File: config.mk
export PLATFORM = sky130hd
export DESIGN_NAME = rcp_front
export DESIGN_NICKNAME = d
export VERILOG_FILES = /design/src/design/rectangle_canvas_painter_assert.svh /design/src/design/rcp_pkg.sv /design/src/design/rcp_front.sv
export SDC_FILE = /design/constraint.sdc
export NUM_CORES = 1
export LEC_CHECK = 0
export BUFFER_PORTS_ARGS = -buffer_cell sky130_fd_sc_hd__buf_4
export CORE_AREA = 5 5 130 132
export DETAILED_ROUTE_END_ITERATION = 16
export DIE_AREA = 0 0 135 137
export PLACE_DENSITY = 0.65
export SLEW_MARGIN = 20
export SYNTH_ARGS = -nofsm -noshare
export SYNTH_HDL_FRONTEND = slang
export SYNTH_SLANG_ARGS = --single-unit
File: constraint.sdc
create_clock -name vclk -period 10.7
set_input_delay 2.14 -clock vclk [all_inputs]
set_output_delay 2.14 -clock vclk [all_outputs]
set_load 0.03 [all_outputs]
File: src/design/rectangle_canvas_painter_assert.svh
// Assertion helpers for the rectangle canvas painter.
// Each expects clk and rst_n in scope; checks are off while reset is held.
`ifndef RECTANGLE_CANVAS_PAINTER_ASSERT_SVH
`define RECTANGLE_CANVAS_PAINTER_ASSERT_SVH

// Consequent must hold in the same cycle as the antecedent.
`define RCP_ASSERT_NOW(label, ante, cons) \
  label: assert property (@(posedge clk) disable iff (!rst_n) (ante) |-> (cons)) \
    else $error("rectangle_canvas_painter: same-cycle check failed");

// Consequent must hold in the cycle after the antecedent.
`define RCP_ASSERT_NEXT(label, ante, cons) \
  label: assert property (@(posedge clk) disable iff (!rst_n) (ante) |=> (cons)) \
    else $error("rectangle_canvas_painter: next-cycle check failed");

`endif

File: src/design/rcp_pkg.sv
`default_nettype none
package rcp_pkg;

  localparam int MAX_SIDE  = 256;
  localparam int IDX_W     = $clog2(MAX_SIDE);
  localparam int SIDE_W    = $clog2(MAX_SIDE + 1);
  localparam int ADDR_W    = 2 * IDX_W;
  localparam int MEM_DEPTH = MAX_SIDE * MAX_SIDE;
  localparam int FRAC_BITS = 8;
  localparam int FIELD_W   = 20;
  localparam int COORD_W   = FIELD_W + 2;
  localparam int CHAR_W    = 8;
  localparam int QUEUE_DEPTH = 2;
  localparam int QPTR_W    = $clog2(QUEUE_DEPTH);
  localparam int QCNT_W    = $clog2(QUEUE_DEPTH + 1);

  typedef logic [IDX_W-1:0]          idx_t;
  typedef logic [SIDE_W-1:0]         side_t;
  typedef logic [CHAR_W-1:0]         char_t;
  typedef logic [FIELD_W-1:0]        field_t;
  typedef logic signed [COORD_W-1:0] coord_t;

  localparam coord_t ONE = coord_t'(1) <<< FRAC_BITS;

  // operations
  localparam logic [1:0] OP_CLEAR = 2'd0;
  localparam logic [1:0] OP_DRAW  = 2'd1;
  localparam logic [1:0] OP_READ  = 2'd2;

  // result status
  localparam logic [1:0] ST_OK    = 2'd0;
  localparam logic [1:0] ST_BAD   = 2'd1;
  localparam logic [1:0] ST_RANGE = 2'd2;

  // configuration register indexes
  localparam logic [1:0] REG_WIDTH  = 2'd0;
  localparam logic [1:0] REG_HEIGHT = 2'd1;
  localparam logic [1:0] REG_BG     = 2'd2;

  // command kinds passed from front to back
  localparam logic [1:0] CMD_CLEAR  = 2'd0;
  localparam logic [1:0] CMD_DRAW   = 2'd1;
  localparam logic [1:0] CMD_READ   = 2'd2;
  localparam logic [1:0] CMD_REPORT = 2'd3;

  localparam char_t CHAR_FILLED  = 8'h52;
  localparam char_t CHAR_OUTLINE = 8'h72;

  localparam side_t RESET_SIDE = side_t'(MAX_SIDE);
  localparam char_t RESET_BG   = 8'h20;

  typedef struct packed {
    logic [1:0] kind;
    logic [1:0] status;
    logic       filled;
    char_t      color;
    idx_t       col;
    idx_t       row;
    coord_t     left;
    coord_t     right;
    coord_t     top;
    coord_t     bottom;
    coord_t     left_in;
    coord_t     right_in;
    coord_t     top_in;
    coord_t     bottom_in;
  } cmd_t;

  typedef struct packed {
    logic busy;
    logic scanning;
  } bk_stat_t;

  function automatic side_t clamp_side(side_t v);
    if (v == '0) return side_t'(1);
    if (v > side_t'(MAX_SIDE)) return side_t'(MAX_SIDE);
    return v;
  endfunction

  function automatic coord_t sext_field(field_t v);
    return coord_t'(signed'(v));
  endfunction

endpackage
`default_nettype wire

File: src/design/rcp_front.sv
`default_nettype none
module rcp_front (
  input  wire logic [1:0]     in_operation,
  input  wire rcp_pkg::char_t in_rect_type,
  input  wire rcp_pkg::field_t in_rect_left,
  input  wire rcp_pkg::field_t in_rect_top,
  input  wire rcp_pkg::field_t in_rect_width,
  input  wire rcp_pkg::field_t in_rect_height,
  input  wire rcp_pkg::char_t in_paint_char,
  input  wire rcp_pkg::idx_t  in_pixel_col,
  input  wire rcp_pkg::idx_t  in_pixel_row,
  input  wire rcp_pkg::side_t dim_w,
  input  wire rcp_pkg::side_t dim_h,
  input  wire rcp_pkg::char_t bg_char,
  output rcp_pkg::cmd_t       cmd
);

  rcp_pkg::coord_t l, t, r, b;
  logic size_bad, type_bad, read_out;

  assign l = rcp_pkg::sext_field(in_rect_left);
  assign t = rcp_pkg::sext_field(in_rect_top);
  assign r = l + rcp_pkg::sext_field(in_rect_width);
  assign b = t + rcp_pkg::sext_field(in_rect_height);

  assign size_bad = in_rect_width[rcp_pkg::FIELD_W-1] || (in_rect_width == '0)
                 || in_rect_height[rcp_pkg::FIELD_W-1] || (in_rect_height == '0);
  assign type_bad = (in_rect_type != rcp_pkg::CHAR_FILLED)
                 && (in_rect_type != rcp_pkg::CHAR_OUTLINE);
  assign read_out = ({1'b0, in_pixel_col} >= dim_w) || ({1'b0, in_pixel_row} >= dim_h);

  always_comb begin
    cmd           = '0;
    cmd.col       = in_pixel_col;
    cmd.row       = in_pixel_row;
    cmd.left      = l;
    cmd.right     = r;
    cmd.top       = t;
    cmd.bottom    = b;
    cmd.left_in   = l + rcp_pkg::ONE;
    cmd.right_in  = r - rcp_pkg::ONE;
    cmd.top_in    = t + rcp_pkg::ONE;
    cmd.bottom_in = b - rcp_pkg::ONE;
    cmd.filled    = (in_rect_type == rcp_pkg::CHAR_FILLED);
    cmd.color     = in_paint_char;
    cmd.status    = rcp_pkg::ST_OK;
    unique case (in_operation)
      rcp_pkg::OP_CLEAR: begin
        cmd.kind  = rcp_pkg::CMD_CLEAR;
        cmd.color = bg_char;
      end
      rcp_pkg::OP_DRAW: begin
        if (size_bad || type_bad) begin
          cmd.kind   = rcp_pkg::CMD_REPORT;
          cmd.status = rcp_pkg::ST_BAD;
        end else begin
          cmd.kind = rcp_pkg::CMD_DRAW;
        end
      end
      rcp_pkg::OP_READ: begin
        if (read_out) begin
          cmd.kind   = rcp_pkg::CMD_REPORT;
          cmd.status = rcp_pkg::ST_RANGE;
        end else begin
          cmd.kind = rcp_pkg::CMD_READ;
        end
      end
      default: begin
        // unknown operation: report ok with nothing done
        cmd.kind = rcp_pkg::CMD_REPORT;
      end
    endcase
  end

endmodule
`default_nettype wire

== Word-level counts from Yosys, hierarchy flattened ==
Cells that the tools add are included.
Storage, ports and cells
  flip-flop bits (word level): 0
  output and inout port bits: 205
  input bits: 140
Cells by class
  add/subtract/negate cells: 6
  equal/unequal tests: 5
  reduce and logical (&&, ||, !) cells: 9
  mux-type cells: 7
  order comparisons: 2
Operators by type and width (count)
  $sub A21 B10 Y22 const B: 2
  $add A20 B10 Y21 const B: 2
  $add A20 B20 Y21: 2
  $logic_not A20 Y1: 2
  $ge A8 B9 Y1: 2
  $ne A8 B7 Y1 const B: 2
  $eq A8 B7 Y1 const B: 1
  $mux W8: 1
  $pmux W2 S3: 1
  $logic_or A1 B1 Y1: 5
  $mux W2: 2
  $pmux W2 S2: 1
  $eq A2 B1 Y1 const B: 1
  $eq A2 B2 Y1 const B: 1
  $logic_not A2 Y1: 1
  $mux W1: 2
  $logic_and A1 B1 Y1: 1

== Longest topological paths before layout ==
  depth in word-level cells: 7
  mapped depth: 13
  mapped depth without buffers: 13

== Least setup slack after synthesis ==
OpenSTA, ideal clock, no wires.
  path type: in2out
  from: in in_rect_left[0]
  to: out cmd[62] (netlist name)
  stages: 13
  buffers on the path: 0
  setup slack: 2718 ps
  data arrival time: 5842 ps
  cells stage by stage: ha_1 > inv_1 > fa_1 > nor2b_4 > o211a_1 > o31ai_1 > a21oi_1 > xnor2_1 > ha_1 > or4b_4 > or4_1 > nor2_1 > xor2_1
RTL lines
  start: declaration: line rcp_front.sv:5  | input wire rcp_pkg::field_t in_rect_left,
  end: declaration: line rcp_front.sv:15  | output rcp_pkg::cmd_t cmd

==> results by group <==
Place
  • PortBufs: 345
  • GPL Wtd Cong: 0.862
  • Dpl hpwl: 15,300 µm
  • Placed inst area: 6360 µm²

Floorplan
  • Initial core utilization: 0.273
  • # IOs: 345
  • Die Y: 137 µm
  • Core Area: 15,600 µm²
  • Die outline width: 135 µm
  • Die Area: 18,500 µm²
  • # rows: 46

STA
  • RSZ-0062 raised after global routing: no
  • Max frequency: 0.129 GHz
  • Final Max Slew Viols: 0
  • Worst-Margin Slew: 657 ps
  • Fin crit share: 0.724
  • Rel. slew slack: 0.560
  • Final Hold Fails: 0
  • Tmin final: 7750 ps
  • Final setup viols: 0
  • Setup TNS: 0 ps

Synth
  • Avg Synthesized Cell Area: 7.26 µm²
  • Cells after synthesis: 586
  • Sequential fraction of the synthesis area: 0
  • Synth cell types: 63
  • Post-synthesis net count: 792
  • Synth warnings: 0
  • Cell Area, Synth: 4250 µm²

Hold path
  • Hold path startpoint: in_pixel_row[6]
  • Hold WC Path Type: in2out

Power and ir drop
  • Peak VDD IR: 0.0843 mV
  • Pleak: 3.34 nW
  • PD cells: 101 nW/µm²

GRT
  • GRT overflow: 0
  • Vias in the first global route: 4,914
  • Global-route wire length before repair: 25,400 µm
  • Tot GR Track Use: 0.166
  • Initial antenna violation count: 0
  • Largest net degree at the start of global routing: 13

Setup path
  • Largest stage delay, worst path: 500 ps
  • Req. time, crit path: 8560 ps
  • Crit path to: cmd[62]
  • Critical path class: in2out
  • Crit path max-delay cell type: or4b_4
  • Setup crit start kind: input pin
  • Max FO, Critical Path: 4
  • Worst path cell trace: buf_4 -> ha_1 -> inv_1 -> fa_1 -> nor2b_4 -> o211a_1 -> o31ai_1 -> a21oi_1 -> xnor2_1 -> ha_1 -> or4b_4 -> or4_1 -> nor2_1 -> xor2_1 -> buf_4
  • Critical Path AT: 5610 ps
  • Setup crit end kind: primary output
  • Crit path launch: in_rect_left[0]

Drt
  • Routed len/inst: 16.3 µm
  • Routed Antenna Nets: 0
  • Drt total wl: 17,000 µm
  • DRC errors left: 0
  • DRT iter0 DRCs: 133
  • Via count: 4,936
  • First-pass detailed-route iteration total: 4
  • DR vias/cell: 4.74

CTS
  • Hold Buf Count CTS: 0
  • Post-CTS sizing: 0
  • Setup Fix Bufs, Post-CTS: 0

Finish
  • FF/Latch Area: 0 µm²
  • Clock buf count: 0
  • Area growth, synth to finish: 49.5%
  • Leading cell type in the layout, fill and taps excluded: buf_4
  • Share of cells above drive strength 1: 0.449
  • Fin area: 6360 µm²
  • Final sequential cell count: 0
  • Commonest non-fill, non-tap cells in the layout: buf_4, ha_1, xnor2_1
  • Layout Nets: 1,034
  • Number of diodes: 0

Outcome
  • Status: complete, no violations

Flow run
  • Max Cap Violations: 0
## layer usage
| metal | wire length [µm] | GRT usage | vias up | share of wire |
|---|---|---|---|---|
| met5 | 0 | 0 | - | 0 |
| met4 | 267 | 0.0246 | 0 | 0.016 |
| met3 | 1460 | 0.0294 | 14 | 0.086 |
| met2 | 8820 | 0.331 | 233 | 0.52 |
| met1 | 6440 | 0.187 | 2216 | 0.38 |
| li1 | - | - | 2473 | - |
## cells in the mapped netlist (3+ instances only)
library cell	number	area (µm²)
o21ai_0	13	65.1
nor4_1	11	68.8
and3_1	8	50.1
o41ai_1	3	26.3
and2_1	3	18.8
nor2_1	38	143
o211ai_1	4	30.0
o21a_1	9	67.6
a21o_1	24	180
a211oi_1	3	22.5
xnor2_1	42	368
and4_1	5	43.8
ha_1	64	801
nand4_1	8	50.1
o21ai_1	6	30.0
xor2_1	28	245
buf_4	96	721
o21bai_1	3	22.5
mux2_2	8	90.1
nand2b_1	6	37.5
nand2_1	31	116
nand3_1	22	110
inv_1	39	146
clkbuf_1	7	26.3
nor3_1	10	50.1
o31ai_1	3	22.5
a31oi_1	4	25.0
nor2b_1	5	31.3
a21oi_1	40	200
## critical path, delay by kind of cell
kind	cells	cell delay, ps
buf+inv	3	380
xor+xnor	2	480
simple gates	4	1140
fa+ha+maj	3	750
compound gates	3	710
## cell type report
cell class	count	area, µm²
Timing Repair Buffer	345	2590
Multi-Input combinational cell	442	3350
Fill cell	1648	9240
Inverter	39	146
Tap cell	216	270
## where the power goes
part           internal (W)  switching, W
registers                 0             0
clock network             0             0
logic              0.000244      0.000399
total              0.000244      0.000399
## kinds of logic (layout without fill, tap and decap cells)
kind of cell	count (synthesis)	in the layout	synth area share
mux	8	8	0.0212
compound gates	135	135	0.217
buf+inv	144	384	0.212
fa+ha+maj	66	66	0.198
simple gates	162	162	0.204
xor+xnor	71	71	0.148
## worst min path at each step
stage / endpoint / slack [ps] / depth (start not counted)
6_report: cmd[182] / 4510 / 2
5_1_grt: cmd[180] / 4520 / 2
4_1_cts: cmd[183] / 4510 / 2
3_5_place_dp: cmd[183] / 4510 / 2
3_3_place_gp: cmd[182] / 4510 / 2
2_1_floorplan: cmd[30] / 4390 / 1
## per-stage QoR
step                      std cells  worst slack (ps)  hold slack (ps)  power [W]  utilization
after floorplan                 586              2720             4390   0.000432            -
after global routing           1042              2710             4520   0.000685        0.408
after global placement         1042              3030             4510   0.000645        0.408
after CTS                      1042              2970             4510   0.000648        0.408
after detailed placement       1042              3000             4510   0.000645        0.408
final                          1042              2950             4510   0.000643        0.408
Power figures use the tool's default switching activity.
