$ cat config.mk
export PLATFORM = sky130hd
export DESIGN_NAME = rcp_cmd_queue
export DESIGN_NICKNAME = d
export VERILOG_FILES = /design/src/design/rectangle_canvas_painter_assert.svh /design/src/design/rcp_pkg.sv /design/src/design/rcp_cmd_queue.sv
export SDC_FILE = /design/constraint.sdc
export NUM_CORES = 1
export LEC_CHECK = 0
export BUFFER_PORTS_ARGS = -buffer_cell sky130_fd_sc_hd__buf_4
export CORE_MARGIN = 3
export CORE_UTILIZATION = 57
export DETAILED_ROUTE_END_ITERATION = 6
export GPL_TIMING_DRIVEN = 0
export PLACE_DENSITY = 0.85
export SKIP_LAST_GASP = 1
export SYNTH_ARGS = -nofsm -noshare
export SYNTH_HDL_FRONTEND = slang
export SYNTH_SLANG_ARGS = --single-unit
$ cat constraint.sdc
create_clock -name clk -period 17.6 [get_ports clk]
set_input_delay 3.52 -clock clk [delete_from_list [all_inputs] [get_ports clk]]
set_output_delay 3.52 -clock clk [all_outputs]
set_load 0.01 [all_outputs]
$ cat src/design/rectangle_canvas_painter_assert.svh
// Assertion helpers for the rectangle canvas painter.
// Each expects clk and rst_n in scope; checks are off while reset is held.
`ifndef RECTANGLE_CANVAS_PAINTER_ASSERT_SVH
`define RECTANGLE_CANVAS_PAINTER_ASSERT_SVH

// Consequent must hold in the same cycle as the antecedent.
`define RCP_ASSERT_NOW(label, ante, cons) \
  label: assert property (@(posedge clk) disable iff (!rst_n) (ante) |-> (cons)) \
    else $error("rectangle_canvas_painter: same-cycle check failed");

// Consequent must hold in the cycle after the antecedent.
`define RCP_ASSERT_NEXT(label, ante, cons) \
  label: assert property (@(posedge clk) disable iff (!rst_n) (ante) |=> (cons)) \
    else $error("rectangle_canvas_painter: next-cycle check failed");

`endif

$ cat src/design/rcp_pkg.sv
`default_nettype none
package rcp_pkg;

  localparam int MAX_SIDE  = 256;
  localparam int IDX_W     = $clog2(MAX_SIDE);
  localparam int SIDE_W    = $clog2(MAX_SIDE + 1);
  localparam int ADDR_W    = 2 * IDX_W;
  localparam int MEM_DEPTH = MAX_SIDE * MAX_SIDE;
  localparam int FRAC_BITS = 8;
  localparam int FIELD_W   = 20;
  localparam int COORD_W   = FIELD_W + 2;
  localparam int CHAR_W    = 8;
  localparam int QUEUE_DEPTH = 2;
  localparam int QPTR_W    = $clog2(QUEUE_DEPTH);
  localparam int QCNT_W    = $clog2(QUEUE_DEPTH + 1);

  typedef logic [IDX_W-1:0]          idx_t;
  typedef logic [SIDE_W-1:0]         side_t;
  typedef logic [CHAR_W-1:0]         char_t;
  typedef logic [FIELD_W-1:0]        field_t;
  typedef logic signed [COORD_W-1:0] coord_t;

  localparam coord_t ONE = coord_t'(1) <<< FRAC_BITS;

  // operations
  localparam logic [1:0] OP_CLEAR = 2'd0;
  localparam logic [1:0] OP_DRAW  = 2'd1;
  localparam logic [1:0] OP_READ  = 2'd2;

  // result status
  localparam logic [1:0] ST_OK    = 2'd0;
  localparam logic [1:0] ST_BAD   = 2'd1;
  localparam logic [1:0] ST_RANGE = 2'd2;

  // configuration register indexes
  localparam logic [1:0] REG_WIDTH  = 2'd0;
  localparam logic [1:0] REG_HEIGHT = 2'd1;
  localparam logic [1:0] REG_BG     = 2'd2;

  // command kinds passed from front to back
  localparam logic [1:0] CMD_CLEAR  = 2'd0;
  localparam logic [1:0] CMD_DRAW   = 2'd1;
  localparam logic [1:0] CMD_READ   = 2'd2;
  localparam logic [1:0] CMD_REPORT = 2'd3;

  localparam char_t CHAR_FILLED  = 8'h52;
  localparam char_t CHAR_OUTLINE = 8'h72;

  localparam side_t RESET_SIDE = side_t'(MAX_SIDE);
  localparam char_t RESET_BG   = 8'h20;

  typedef struct packed {
    logic [1:0] kind;
    logic [1:0] status;
    logic       filled;
    char_t      color;
    idx_t       col;
    idx_t       row;
    coord_t     left;
    coord_t     right;
    coord_t     top;
    coord_t     bottom;
    coord_t     left_in;
    coord_t     right_in;
    coord_t     top_in;
    coord_t     bottom_in;
  } cmd_t;

  typedef struct packed {
    logic busy;
    logic scanning;
  } bk_stat_t;

  function automatic side_t clamp_side(side_t v);
    if (v == '0) return side_t'(1);
    if (v > side_t'(MAX_SIDE)) return side_t'(MAX_SIDE);
    return v;
  endfunction

  function automatic coord_t sext_field(field_t v);
    return coord_t'(signed'(v));
  endfunction

endpackage
`default_nettype wire

$ cat src/design/rcp_cmd_queue.sv
`default_nettype none
module rcp_cmd_queue (
  input  wire logic          clk,
  input  wire logic          rst_n,
  input  wire logic          wr_en,
  input  wire rcp_pkg::cmd_t wr_data,
  input  wire logic          rd_en,
  output rcp_pkg::cmd_t      rd_data,
  output logic               q_full,
  output logic               q_empty
);

  rcp_pkg::cmd_t entry_r [rcp_pkg::QUEUE_DEPTH];
  logic [rcp_pkg::QPTR_W-1:0] wr_ptr_r, wr_ptr_nxt, rd_ptr_r, rd_ptr_nxt;
  logic [rcp_pkg::QCNT_W-1:0] cnt_r, cnt_nxt;

  assign q_full  = (cnt_r == rcp_pkg::QCNT_W'(rcp_pkg::QUEUE_DEPTH));
  assign q_empty = (cnt_r == '0);
  assign rd_data = entry_r[rd_ptr_r];

  always_comb begin
    wr_ptr_nxt = wr_ptr_r;
    rd_ptr_nxt = rd_ptr_r;
    cnt_nxt    = cnt_r;
    if (wr_en) begin
      wr_ptr_nxt = wr_ptr_r + 1'b1;
    end
    if (rd_en) begin
      rd_ptr_nxt = rd_ptr_r + 1'b1;
    end
    if (wr_en && !rd_en) begin
      cnt_nxt = cnt_r + 1'b1;
    end else if (rd_en && !wr_en) begin
      cnt_nxt = cnt_r - 1'b1;
    end
  end

  always_ff @(posedge clk) begin
    if (!rst_n) begin
      wr_ptr_r <= '0;
      rd_ptr_r <= '0;
      cnt_r    <= '0;
    end else begin
      wr_ptr_r <= wr_ptr_nxt;
      rd_ptr_r <= rd_ptr_nxt;
      cnt_r    <= cnt_nxt;
    end
  end

  always_ff @(posedge clk) begin
    if (wr_en) begin
      entry_r[wr_ptr_r] <= wr_data;
    end
  end

endmodule
`default_nettype wire

==> Word-level counts from Yosys, hierarchy flattened <==
Memory sizes are Yosys's and may differ from the RTL's. A register that Yosys moved wholly into a read port is not among the register bits.
Index checks and enable logic that the tools add are counted.
{ "word_totals": {"latchBits": 0, "elab_cells": 21, "mem_bits_rw": 410, "output_inout_bits": 207, "regBits": 4, "input_bits": 209, "mem_bits_ro": 0, "n_memories": 1} }
{ "classes": {"muxes": 6, "bitwise": 0, "n_addsub": 4, "multipliers": 0, "n_reduce_logical": 6, "n_div": 0, "magnitude_cmp": 0, "eq_ne": 1, "shift": 0} }
{ "mem_list": {"columns": ["name", "words", "word_bits", "rd", "rd_ports_with_merged_regs", "wr", "line_no", "text"], "rows": [
  ["entry_r", 2, 205, 1, 1, 1, "rcp_cmd_queue.sv:13", "rcp_pkg::cmd_t entry_r [rcp_pkg::QUEUE_DEPTH];"]
]} }
{ "op_table": {"columns": ["op", "n"], "rows": [
  ["$mux 1", 4],
  ["$mux 2", 2],
  ["$add 1x1->1 const B", 2],
  ["$add 2x1->2 const B", 1],
  ["$eq 2x2->1 const B", 1],
  ["$logic_and 1x1->1", 2],
  ["$logic_not 1->1", 2],
  ["$logic_not 2->1", 1],
  ["$reduce_bool 2->1", 1],
  ["$sub 2x1->2 const B", 1]
]} }

==> Logic depth before layout (Yosys ltp) <==
Gate-level depths: netlist of the first run.
{ "depth": {"ltp_word": 4, "depth_mapped": 5, "depth_no_buf": 5} }

==> Least setup slack after synthesis of the first run <==
OpenSTA, ideal clock, no wires.
{ "synth_timing": {"kind": "input to register", "start": "input wr_en", "end": "register wr_ptr_r", "path_stages": 2, "setup_slack_ps": 4398, "t_arrival_ps": 13102, "path_buffers": 0, "required_time_ps": 17500, "setup_ps": 100, "cell_sequence": "nor2b_1 -> o21a_1"} }
{ "synth_rtl": {"columns": ["element", "line_no", "text"], "rows": [
  ["start: declaration", "rcp_cmd_queue.sv:5", "input wire logic wr_en,"],
  ["end signal: assignment", "rcp_cmd_queue.sv:44", "wr_ptr_r <= wr_ptr_nxt;"],
  ["end: declaration", "rcp_cmd_queue.sv:14", "logic [rcp_pkg::QPTR_W-1:0] wr_ptr_r, wr_ptr_nxt, rd_ptr_r, rd_ptr_nxt;"]
]} }

==> metrics.csv, run 1 <==
metric,value,unit
Power Density,116,nW/um^2
post-synth top area cell,edfxtp_1,
fmax,184,MHz
Seq cells post-synth,415,
Synth area leaders,"edfxtp_1, mux2_4, mux2_2",
"Seq/Total Area, Yosys",79.4,%
layout net count,1339,
row cnt,59,
Final Cycle Share,30.9,%
CTS tree,done,
DRT iter0 DRCs,444,
Compound-Gate Fraction of Synth Area,0.128,%
worst skew pair latency,520,ps
Critical R2R Capture,entry_r[1][115],
Ys Warns,0,
1st-pass router iterations,4,
CORE AREA,26500,sq um
register area,12400,sq um
Final Util,78.8,%
maximum buffer depth of the clock tree,3,
H-tree depth,2,
ANT cells,0,
Layout Cells excl Fill,1496,
WHS,579,ps
Critical Path AT,1910,ps
VDD IR max,0.101,mV
unrepaired setup endpoints after global routing,no,
antenna violations before repair,1,
outcome,finished clean,
"antenna viol nets, final",0,
TritonCTS buffer count,42,
R2R Path Start,wr_ptr_r,
worst slew pin tran,554,ps
"reg-to-reg slack, setup",15560,ps
slew margin rel.,63.1,%
All-Layer GR Usage,22.3,%
CTS Hold Bufs,0,
cts repair resizes,0,
path depth of the worst reg2reg path,3,
Synth Net Count,870,
# setup viols final,0,
drt drc,0,
number of global-route vias before repair,8481,
Lkg Pwr,8.23,nW
maximum capacitance violations,0,
vias,7965,
Critical Path Sink Type,output pin,
xor-xnor portion of the synthesized cell area,0.168,%
dpl cells,1420,
Critical Path Fanout Max,10,
critical path class,reg -> out,
initial core utilization,59.0,%
Clock transition at path regs,60,ps
post-CTS setup buffer count,0,
"Endpoint, Worst Hold",cnt_r[1],
first-pass GRT wire length,49400,um
Mapped Area,15600,sq um
largest net degree at the start of global routing,67,
design area,20900,sq um
Hold Crit Depth,2,
Setup WS post-layout,12170,ps
synth unique cells,17,
drt total wl,34300,um
Min-Delay Path Class,reg -> reg,
GP Congestion,0.758,
drt wl/cell,22.9,um
Die Wd,172,um
multi-input combinational cell area,2990,sq um
Vias per Instance,5.32,
Hold Fails Final Rpt,0,
Area after DPL,19400,sq um
Cells after Synth,660,
die area,29400,sq um
Layout fillers,1350,
CTS Sinks,415,
DP HPWL,23700,um
Synth-to-Final Area Change,33.7,%
mux contribution to synthesized area,18.4,%
HP Start,cnt_r[1],
crit path time final,5430,ps
grt ovf,0,
simple-gate share of the synthesized area,0.344,%
Ports,416,
main combinational cell family by area after synthesis,multiplexers,
root buffer cell,clkbuf_16,
Die Y-Extent,172,um
IO buf count,415,
Synth Area in Adders,0.0801,%
"worst slack, placed",12330,ps
layout cells sized above 1,61.6,%
top cell type's share of synthesized area,78.8,%
crit start category,register,
Syn Area/Cell,23.7,sq um
critical path required time,14080,ps
worst clock skew,16.1,ps
"Slew Viols, Final",0,
## power breakdown
part / switching [mW] / leakage [nW] / internal, mW
Clock: 0.353 / 0.725 / 0.598
Sequential: 0.0137 / 3.89 / 1.14
Combinational: 0.135 / 3.62 / 0.173
## placed cells by master, fill, tap and decap left out
| cell type | netlist | layout |
|---|---|---|
| clkinvlp_4 | 0 | 1 |
| edfxtp_1 | 410 | 410 |
| buf_16 | 0 | 3 |
| buf_12 | 0 | 7 |
| buf_2 | 5 | 5 |
| xor2_1 | 2 | 2 |
| o21ai_0 | 1 | 1 |
| bufinv_16 | 0 | 9 |
| nor2b_4 | 0 | 1 |
| nor2_1 | 1 | 1 |
| mux2_2 | 55 | 55 |
| nor2b_1 | 3 | 2 |
| inv_1 | 1 | 1 |
| and2_1 | 4 | 3 |
| mux2_4 | 150 | 150 |
| buf_6 | 18 | 18 |
| or3_1 | 1 | 1 |
| buf_4 | 0 | 415 |
| ha_1 | 1 | 1 |
| clkbuf_16 | 0 | 45 |
| clkinv_1 | 0 | 6 |
| a21boi_0 | 1 | 1 |
| clkbuf_1 | 0 | 10 |
| xnor2_1 | 1 | 1 |
| and2_4 | 0 | 1 |
| o21a_1 | 1 | 1 |
| inv_8 | 0 | 1 |
| dfxtp_1 | 5 | 5 |
| clkinv_2 | 0 | 4 |
## state kept, by name, indices dropped and copies added (netlist names), named ones only
signal    count
entry_r     410
wr_ptr_r      1
rd_ptr_r      1
cnt_r         2
## final cells by class
class / instances / share of cell area (%)
plain buffers: 23 / 1.09
clock buffers: 55 / 5.57
clock inverters: 21 / 1.59
inverters: 1 / 0.0180
multi-input cells: 221 / 14.3
flip-flops and latches: 415 / 59.4
well taps: 335 / 2.01
repair buffers: 425 / 16.0
## worst max-delay path, cell delays in order, from the launching register on
cell     delay [ps]
dfxtp_1         340
buf_6           140
buf_6           210
buf_6           220
mux2_4          310
buf_4           160
## routing by layer
metal	global-route usage [%]	routed length [um]
met1	24.4	11500
met2	41.1	18600
met3	6.37	2870
met4	8.61	1260
met5	0	13
## how the worst max path moves through the flow
stage / from / to / slack [ps]
after global placement: wr_en / wr_ptr_r / -770
after CTS: register / rd_data[107] / 12090
after detailed placement: wr_en / entry_r[0][74] / 12330
after global routing: register / rd_data[107] / 12060
after floorplan: wr_en / wr_ptr_r / 4400
final: register / rd_data[107] / 12170
## cell usage after synthesis (all sizes together)
master	count
edfxtp	410
mux2	205
buf	23
dfxtp	5
and2	4
nor2b	3
xor2	2
a21boi	1
ha	1
inv	1
nor2	1
o21a	1
o21ai	1
or3	1
xnor2	1
## cells by family (layout without fill, tap and decap cells)
family,Yosys count,in the layout
buffers and inverters,24,525
multiplexers,205,205
AO/OA/AOI/OAI,3,3
flip-flops,415,415
AND/OR/NAND/NOR,9,9
XOR/XNOR,3,3
adder cells (fa/ha/maj),1,1
## through the flow
step	setup TNS (ps)	total power [mW]
finish	0	2.42
floorplan	0	1.34
detailed placement	0	1.49
CTS	0	2.44
global placement	-142110	1.49
global route	0	2.49
(Power assumes the default switching activity.)
==> run 2: changes to the inputs <==
--- a/config.mk
+++ b/config.mk
@@ -5,12 +5,13 @@
 export SDC_FILE = /design/constraint.sdc
 export NUM_CORES = 1
 export LEC_CHECK = 0
+export ABC_AREA = 1
 export BUFFER_PORTS_ARGS = -buffer_cell sky130_fd_sc_hd__buf_4
 export CORE_MARGIN = 3
-export CORE_UTILIZATION = 57
+export CORE_UTILIZATION = 47
 export DETAILED_ROUTE_END_ITERATION = 6
 export GPL_TIMING_DRIVEN = 0
-export PLACE_DENSITY = 0.85
+export PLACE_DENSITY = 0.75
 export SKIP_LAST_GASP = 1
 export SYNTH_ARGS = -nofsm -noshare
 export SYNTH_HDL_FRONTEND = slang
==> constraint.sdc (replaced) <==
create_clock -name clk -period 4.95 [get_ports clk]
set_input_delay 0.99 -clock clk [delete_from_list [all_inputs] [get_ports clk]]
set_output_delay 0.99 -clock clk [all_outputs]
set_load 0.01 [all_outputs]
==> metrics.csv, run 2 <==
metric,value,unit,change
post-CTS setup buffer count,0,,unchanged
VDD IR max,0.304,mV,was 0.101 mV
cts repair resizes,0,,unchanged
CP most frequent cell,buf_6,,unchanged
vias,7871,,was 7965
Setup WS post-layout,2040,ps,was 12170 ps
Mapped Area,15600,sq um,about the same
uppermost layer routed,met4,,was met5
IO buf count,415,,unchanged
first-pass GRT wire length,49200,um,was 49400 um
root buffer cell,clkbuf_16,,unchanged
CTS Hold Bufs,0,,unchanged
"Slew Viols, Final",0,,unchanged
maximum capacitance violations,0,,unchanged
crit start category,register,,unchanged
1st-pass router iterations,4,,unchanged
All-Layer GR Usage,17.9,%,was 22.3%
row cnt,66,,was 59
Vias per Instance,4.86,,was 5.32
Final Cycle Share,58.8,%,
post-synth top area cell,edfxtp_1,,unchanged
most frequent cells in the layout,"buf_4, edfxtp_1, mux2_4",,unchanged
"slowest stage cell, crit path",mux2_4,,was dfxtp_1
Final Util,64.1,%,was 78.8%
Layout Cells excl Fill,1621,,was 1496
maximum buffer depth of the clock tree,3,,unchanged
worst skew pair latency,530,ps,was 520 ps
"worst slack, placed",1950,ps,was 12330 ps
Ys Warns,0,,unchanged
CTS tree,done,,unchanged
max incr delay on CP,330,ps,was 340 ps
drt total wl,32500,um,was 34300 um
Min-Delay Path Class,reg -> reg,,unchanged
Critical Path Sink Type,output pin,,unchanged
Synth top cells by count,"edfxtp_1, mux2_4, mux2_2, buf_6, nor2_1",,"was edfxtp_1, mux2_4, mux2_2, buf_6"
most frequent cell after synthesis,edfxtp_1,,unchanged
DRT iter0 DRCs,410,,was 444
main flop type after synthesis,edfxtp_1,,unchanged
"Seq/Total Area, Yosys",79.4,%,about the same
Ports,416,,unchanged
antenna violations before repair,1,,unchanged
number of global-route vias before repair,8519,,was 8481
grt ovf,0,,unchanged
drt wl/cell,20.1,um,was 22.9 um
Clock transition at path regs,60,ps,about the same
Post-synth EDFFs,410,,unchanged
Met1 Wirelength,11800,um,was 11500 um
worst slew pin tran,836,ps,was 554 ps
DP HPWL,23200,um,was 23700 um
Cells after Synth,673,,was 660
"most common cell after layout, fill and taps aside",buf_4,,unchanged
Die Y-Extent,188,um,was 172 um
layout net count,1357,,was 1339
initial core utilization,47.8,%,was 59.0%
register name with the most flops,entry_r,,unchanged
die area,35500,sq um,was 29400 sq um
fmax,343,MHz,
crit path time final,2910,ps,
Area after DPL,19600,sq um,was 19400 sq um
GP Congestion,0.734,,was 0.758
Synth Net Count,883,,was 870
unrepaired setup endpoints after global routing,no,,unchanged
largest delay contributor family on the critical path,buffers and inverters,,unchanged
H-tree depth,2,,unchanged
Critical Path Fanout Max,10,,unchanged
Power Density,390,nW/um^2,was 116 nW/um^2
dpl cells,1543,,was 1420
critical path class,reg -> out,,unchanged
top cell type's share of synthesized area,78.7,%,was 78.8%
synth unique cells,14,,was 17
max reg flops,410,,unchanged
met2 WL post-DR,16800,um,was 18600 um
"antenna viol nets, final",0,,unchanged
CORE AREA,32700,sq um,was 26500 sq um
Die Wd,188,um,was 172 um
design area,21000,sq um,was 20900 sq um
crit-path cells,"buf_6, buf_6, buf_6, mux2_4, buf_4",,unchanged
Lkg Pwr,8.22,nW,was 8.23 nW
outcome,finished clean,,unchanged
ys async rst share,0,%,unchanged
"reg-to-reg slack, setup",2810,ps,was 15560 ps
layout cells sized above 1,60.7,%,was 61.6%
# setup viols final,0,,unchanged
critical path required time,3960,ps,was 14080 ps
Synth-to-Final Area Change,34.0,%,was 33.7%
slew margin rel.,44.1,%,was 63.1%
Syn Area/Cell,23.2,sq um,was 23.7 sq um
TritonCTS buffer count,44,,was 42
Synth area leaders,"edfxtp_1, mux2_4, mux2_2",,unchanged
CTS Sinks,415,,unchanged
Crit path buffers/inverters,4,,unchanged
Critical Path AT,1920,ps,was 1910 ps
Largest regs,"entry_r (410), cnt_r (2)",,unchanged
drt drc,0,,unchanged
WL met3,2700,um,was 2870 um
Hold Fails Final Rpt,0,,unchanged
worst clock skew,23.0,ps,was 16.1 ps
Seq cells post-synth,415,,unchanged
largest net degree at the start of global routing,40,,was 67
==> run 2: cell families after synthesis <==
group                      after synthesis  synth area share, %
and+or+nand+nor                         19                0.480
DFF                                    415                 79.4
AOI/OAI and AO/OA                        2               0.0639
muxes                                  205                 18.4
adders and majority gates                1               0.0800
buffers and inverters                   31                 1.65
==> run 2: power by group <==
part	internal (mW)	switching, mW
clock network	1.82	1.26
registers	4.07	0.0431
logic	0.549	0.426
total	6.44	1.73
==> run 2: worst register-to-register path, delay by kind of cell, from the launching register on <==
family                 cells  cell delay, ps
DFF                        1             340
and+or+nand+nor            1             130
buffers and inverters      3            1370
==> run 2: per-layer routing <==
| layer | track usage [%] | up-vias |
|---|---|---|
| met5 | 0 | - |
| met4 | 7.13 | 0 |
| met3 | 5.51 | 67 |
| met2 | 31.3 | 317 |
| met1 | 20.7 | 3878 |
| li1 | - | 3609 |
==> run 2: final cells by class <==
class | count | area [sq um]
antenna | 1 | 2.50
inverter | 8 | 33.8
clock buffer | 57 | 1170
timing repair buffer | 428 | 3390
fill | 2317 | 11800
buffer | 23 | 228
clock inverter | 20 | 183
sequential | 415 | 12400
tap | 442 | 553
multi-input combinational | 227 | 2980
==> run 2: path summary, 6_finish.rpt <==
| kind | start | to | depth (start not counted) |
|---|---|---|---|
| worst max-delay path | register | rd_data[61] | 5 |
| worst min-delay path | rd_ptr_r | rd_ptr_r | 2 |
| worst max register to register | wr_ptr_r | entry_r[1][110] | 4 |
| worst min register to register | rd_ptr_r | rd_ptr_r | 2 |
==> run 2: stage by stage <==
stage               hold slack [ps]  power (mW)  setup TNS [ps]
global placement                475        5.15         -597420
finish                          496        8.17               0
floorplan                       463        4.67               0
global route                    539        8.48               0
detailed placement              490        5.18               0
CTS                             504        8.27               0
